### src/rtl/pdmt_pkg.sv
package pdmt_pkg;

	localparam int FEATURE_COUNT = 12;
	localparam int MAX_ROWS      = 128;

	localparam int COEF_W     = 16;
	localparam int VAL_W      = 21;
	localparam int DIST_W     = 20;
	localparam int FEAT_DEPTH = MAX_ROWS * FEATURE_COUNT;
	localparam int DIST_DEPTH = (MAX_ROWS * (MAX_ROWS - 1)) / 2;
	localparam int FA_W       = $clog2(FEAT_DEPTH);
	localparam int LC_W       = $clog2(FEAT_DEPTH + 1);
	localparam int DA_W       = $clog2(DIST_DEPTH);
	localparam int DC_W       = $clog2(DIST_DEPTH + 1);
	localparam int RI_W       = $clog2(MAX_ROWS);
	localparam int RC_W       = $clog2(MAX_ROWS + 1);
	localparam int D_W        = (FEATURE_COUNT > 1) ? $clog2(FEATURE_COUNT) : 1;
	localparam int PROD_W     = 2 * COEF_W;
	localparam int ACC_W      = PROD_W + $clog2(FEATURE_COUNT + 1);
	localparam int SQ_RAW     = ACC_W + 4;
	localparam int SQ_W       = SQ_RAW + (SQ_RAW % 2);
	localparam int RT_W       = SQ_W / 2;
	localparam int SC_W       = $clog2(RT_W);
	localparam int CMP_W      = (RT_W > DIST_W) ? RT_W : DIST_W;

	localparam logic [DIST_W-1:0] DIST_MAX    = {DIST_W{1'b1}};
	localparam logic [VAL_W-1:0]  ONE_Q10     = VAL_W'(1024);
	localparam logic [VAL_W-1:0]  FLOOR_RESET = VAL_W'(1);

	localparam logic OP_LOAD  = 1'b0;
	localparam logic OP_FETCH = 1'b1;

	typedef struct packed {
		logic load;
		logic comp_init;
		logic mac_issue;
		logic sqrt_load;
		logic sqrt_step;
		logic dist_write;
		logic scan_start;
		logic scan_issue;
		logic sel_update;
		logic thr_set;
		logic rd_issue;
		logic out_dist;
		logic out_thr;
	} cmd_t;

	typedef struct packed {
		logic computed;
		logic has_dist;
		logic few_rows;
		logic last_issue;
		logic pipe_busy;
		logic sqrt_last;
		logic last_pair;
		logic sel_done;
		logic scan_last;
		logic out_busy;
	} sts_t;

endpackage

### src/rtl/pdmt_ctrl.sv
module pdmt_ctrl (
	input  logic            clk,
	input  logic            arst_n,
	input  logic            in_valid,
	output logic            in_ready,
	input  logic            opcode,
	input  pdmt_pkg::sts_t  sts,
	output pdmt_pkg::cmd_t  cmd
);

	localparam logic [3:0] S_IDLE  = 4'd0;
	localparam logic [3:0] S_MAC   = 4'd1;
	localparam logic [3:0] S_MACW  = 4'd2;
	localparam logic [3:0] S_SQRT  = 4'd3;
	localparam logic [3:0] S_WR    = 4'd4;
	localparam logic [3:0] S_SEL   = 4'd5;
	localparam logic [3:0] S_SCAN  = 4'd6;
	localparam logic [3:0] S_SCANW = 4'd7;
	localparam logic [3:0] S_UPD   = 4'd8;
	localparam logic [3:0] S_FIN   = 4'd9;
	localparam logic [3:0] S_RD    = 4'd10;
	localparam logic [3:0] S_RDW   = 4'd11;

	logic [3:0] state_q, state_d;
	logic       xfer;

	assign in_ready = (state_q == S_IDLE) && !sts.out_busy;
	assign xfer     = in_valid && in_ready;

	always_comb begin
		cmd     = '0;
		state_d = state_q;
		case (state_q)
			S_IDLE: begin
				if (xfer) begin
					if (opcode == pdmt_pkg::OP_LOAD) begin
						cmd.load = 1'b1;
					end else if (sts.computed) begin
						if (sts.has_dist) begin
							cmd.rd_issue = 1'b1;
							state_d      = S_RDW;
						end else begin
							cmd.out_thr = 1'b1;
						end
					end else if (sts.few_rows) begin
						cmd.out_thr = 1'b1;
					end else begin
						cmd.comp_init = 1'b1;
						state_d       = S_MAC;
					end
				end
			end
			S_MAC: begin
				cmd.mac_issue = 1'b1;
				if (sts.last_issue) state_d = S_MACW;
			end
			S_MACW: begin
				if (!sts.pipe_busy) begin
					cmd.sqrt_load = 1'b1;
					state_d       = S_SQRT;
				end
			end
			S_SQRT: begin
				cmd.sqrt_step = 1'b1;
				if (sts.sqrt_last) state_d = S_WR;
			end
			S_WR: begin
				cmd.dist_write = 1'b1;
				state_d        = sts.last_pair ? S_SEL : S_MAC;
			end
			S_SEL: begin
				if (sts.sel_done) begin
					state_d = S_FIN;
				end else begin
					cmd.scan_start = 1'b1;
					state_d        = S_SCAN;
				end
			end
			S_SCAN: begin
				cmd.scan_issue = 1'b1;
				if (sts.scan_last) state_d = S_SCANW;
			end
			S_SCANW: state_d = S_UPD;
			S_UPD: begin
				cmd.sel_update = 1'b1;
				state_d        = S_SEL;
			end
			S_FIN: begin
				cmd.thr_set = 1'b1;
				state_d     = S_RD;
			end
			S_RD: begin
				cmd.rd_issue = 1'b1;
				state_d      = S_RDW;
			end
			S_RDW: begin
				cmd.out_dist = 1'b1;
				state_d      = S_IDLE;
			end
			default: state_d = S_IDLE;
		endcase
	end

	always_ff @(posedge clk or negedge arst_n) begin
		if (!arst_n) begin
			state_q <= S_IDLE;
		end else begin
			state_q <= state_d;
		end
	end

endmodule

### config.mk
export PLATFORM = sky130hd
export DESIGN_NAME = pdmt_ctrl
export DESIGN_NICKNAME = d
export VERILOG_FILES = /design/src/rtl/pdmt_pkg.sv /design/src/rtl/pdmt_ctrl.sv
export SDC_FILE = /design/constraint.sdc
export NUM_CORES = 1
export LEC_CHECK = 0
export BUFFER_PORTS_ARGS = -buffer_cell sky130_fd_sc_hd__buf_2
export CELL_PAD_IN_SITES_DETAIL_PLACEMENT = 1
export CELL_PAD_IN_SITES_GLOBAL_PLACEMENT = 1
export CORE_MARGIN = 2
export CORE_UTILIZATION = 30
export CTS_BUF_LIST = sky130_fd_sc_hd__clkbuf_16
export CTS_CLUSTER_SIZE = 28
export DETAILED_ROUTE_END_ITERATION = 12
export PLACE_DENSITY_LB_ADDON = 0.1
export SETUP_SLACK_MARGIN = 0.05
export SLEW_MARGIN = 20
export SYNTH_ARGS = -nofsm -noshare
export SYNTH_HDL_FRONTEND = slang
export SYNTH_SLANG_ARGS = --single-unit
### constraint.sdc
create_clock -name clk -period 1.6 [get_ports clk]
set_input_delay 0.24 -clock clk [delete_from_list [all_inputs] [get_ports clk]]
set_output_delay 0.24 -clock clk [all_outputs]
set_load 0.02 [all_outputs]
==> flow_metrics.env <==
export IMPL_status="finished, violations left"
export IMPL_violations="setup timing"
export IMPL_ys_seq_area_frac=0.182
export IMPL_setup_viol_count_final=5
export IMPL_grt_max_degree=19
export IMPL_path_cells="or2_4 -> nor4_4 -> nand3_2 -> o22ai_2 -> buf_6"
export IMPL_drtIter0Drc=9
export IMPL_power_frac_clock=0.194
export IMPL_finalCriticalPeriod_ps=1780
export IMPL_cpPeakStageDelay_ps=370
export IMPL_fin_worst_hold_slack_ps=313
export IMPL_crit_buf_inv=1
export IMPL_vias=688
export IMPL_rr_endpoint="state_q[0]"
export IMPL_cap_viol_max_count=0
export IMPL_routabilityCongestion=0.770
export IMPL_combPwrFrac=0.710
export IMPL_insertion_delay_ps=230
export IMPL_clock_tree_htree_level_count=1
export IMPL_worst_path_max_delay_cell="dfrtp_1"
export IMPL_r2r_cells=7
export IMPL_drtAntennaViolNets=0
export IMPL_async_flop_share=1.00
export IMPL_r2r_slack_ps=-20
export IMPL_vias_per_cell=5.13
export IMPL_synth_edff_count=0
export IMPL_port_buffers=27
export IMPL_largest_register="state_q"
export IMPL_cp_start_kind="register"
export IMPL_whs_endpoint="state_q[2]"
export IMPL_cts_clk_slew_worst_paths_ps=30
export IMPL_critical_path_top_delay_family="simple AND/OR/NAND/NOR gates"
export IMPL_min_delay_start="sts[1]"
export IMPL_finalSetupTns_ps=-539
export IMPL_dieArea_sq_um=2190
export IMPL_ir_worst_vdd_mv=1.03
export IMPL_synthDistinctLibCells=31
export IMPL_die_width_um=46.8
export IMPL_first_pass_iters=4
export IMPL_largest_register_ffs=4
export IMPL_cp_end_kind="output pin"
export IMPL_tightest_slew_ps=375
export IMPL_route_detailed_drc=0
export IMPL_p_per_area_nw_per_um2=1980
export IMPL_fin_crit_sh=1.11
export IMPL_grt_pass1_vias=588
export IMPL_grt_usage=0.201
export IMPL_hold_viol=0
export IMPL_p_total_mw=2.09
export IMPL_tritoncts="yes"
export IMPL_p_sw_mw=0.927
export IMPL_insertedDiodeCount=0
export IMPL_hold_class="input port to register"
export IMPL_initial_utilization=0.319
export IMPL_grt_pass1_wl_um=2850
export IMPL_yosys_warnings=0
export IMPL_cts_path_max_buffers=2
export IMPL_pin_count=28
export IMPL_place_hpwl_um=1390
export IMPL_timing_rr_start="state_q[0]"
export IMPL_netlist_area_sq_um=551
export IMPL_post_place_ws_ps=35.7
export IMPL_clock_sinks=4
export IMPL_row_count=15
export IMPL_setup_slack_ps=-180
export IMPL_antenna_found_initial=0
export IMPL_worstPathRequired_ps=1360
export IMPL_cp_max_fo=3
export IMPL_p_int_mw=1.16
export IMPL_finClkSkew_ps=2.78
export IMPL_syn_inst=72
export IMPL_chipHeight_um=46.8
export IMPL_cts_inserted_buffers=3
export IMPL_layout_drive_gt1_share=0.679
export IMPL_largest_registers="state_q: 4 flops"
export IMPL_power_frac_seq=0.096
export IMPL_post_synth_cell_area_avg_sq_um=7.65
export IMPL_clock_root_buffer="clkbuf_16"
export IMPL_rsz0062_at_grt="true"
export IMPL_path_class="register to output pin"
export IMPL_overflow=0
export IMPL_wire_per_inst_um=16.9
export IMPL_slew_violations=0
export IMPL_arrival_ps=1540
export IMPL_routed_wl_um=2270
export IMPL_ys_flop_type="dfrtp_1"
export IMPL_synth_seq_cells=4
export IMPL_syn_nets=86
export IMPL_max_freq_mhz=562
export IMPL_core_region_area_sq_um=1730
export IMPL_whs_path_depth=2
export IMPL_sw_frac_of_total=0.443
export IMPL_fill_cells=216
export IMPL_p_leak_nw=0.454
export IMPL_slew_headroom=0.750
export IMPL_area_growth_pct=91.4
export IMPL_nets=125
-- layout by cell type, fill, tap and decap left out, types with 2 or more instances in the layout --
master	count
clkbuf_16	3
buf_6	8
nor2_1	6
or2_4	2
nor3_4	2
a21oi_2	2
nor2_4	2
o31ai_2	2
a21oi_1	3
o21ai_0	3
buf_2	16
nor2_2	4
buf_4	14
nand2b_4	4
dfrtp_1	3
nand2_1	7
nor3_2	2
-- how the worst max path moves through the flow --
stage	endpoint	cells after the start	slack, ps	start
after CTS	cmd[2]	5	-160	state_q[2]
after global routing	cmd[2]	5	-240	state_q[2]
after detailed placement	cmd[2]	5	40	state_q[2]
after global placement	state_q[0]	6	60	state_q[0]
final	cmd[2]	5	-180	state_q[2]
after floorplan	cmd[2]	5	-130	state_q[2]
-- metrics by stage --
step,area [sq um],std cells,utilization
after floorplan,579,72,-
after global placement,762,124,0.441
after detailed placement,762,124,0.441
after CTS,926,130,0.536
after global routing,1050,134,0.610
final,1050,134,0.610
-- cells in the mapped netlist, drive strengths merged, types with 3 or more instances --
cell | number | area, sq um
a21oi | 6 | 45.1
buf | 6 | 41.3
dfrtp | 4 | 100
nand2 | 8 | 30.0
nand2b | 4 | 25.0
nor2 | 12 | 45.0
nor3 | 5 | 25.0
nor3b | 3 | 32.5
o21ai | 3 | 15.0
-- cell type report --
type                       count  area [sq um]  share of cell area
inverter                       1          3.75             0.00356
timing repair buffer          40           305               0.290
sequential                     4           101              0.0962
multi-input combinational     61           537               0.510
tap                           25          31.3              0.0297
clock buffer                   3          75.1              0.0713
-- power groups by stage --
stage,clock network [mW],registers [mW],logic (mW)
finish,0.405,0.201,1.49
global placement,0,0.203,1.03
detailed placement,0,0.204,1.04
global route,0.420,0.205,1.58
CTS,0.404,0.204,1.17
floorplan,0,0.176,0.776
-- worst reg2reg max path: stages (launching register included) --
cell,delay [ps]
dfrtp_2,430
buf_6,130
buf_12,140
nor3b_4,190
a21oi_2,50
nor3b_2,260
a311oi_1,90
o32a_1,190
-- timing repair --
action | CTS | global route
setup buffers | 2 | 5
pin swaps | 5 | 4
hold endpoints to repair | 4 | 0
resized for setup | 17 | 26
hold buffers | 1 | 0
setup endpoints to repair | 9 | 13
-- cell families (layout without fill, tap and decap cells) --
kind of cell              count (synthesis)  in the layout  share of synthesized area
and+or+nand+nor                          40             40                      0.443
AOI/OAI and AO/OA                        20             20                      0.277
buffers and inverters                     7             44                     0.0818
DFF                                       4              4                      0.182
xor gates and xnor gates                  1              1                     0.0159
-- layer usage --
metal / global-route usage / routed length, um
met4: 0.0833 / 31
met3: 0.0692 / 88
met2: 0.334 / 1240
met5: 0 / 0
met1: 0.236 / 909
Power figures use the tool's default switching activity.
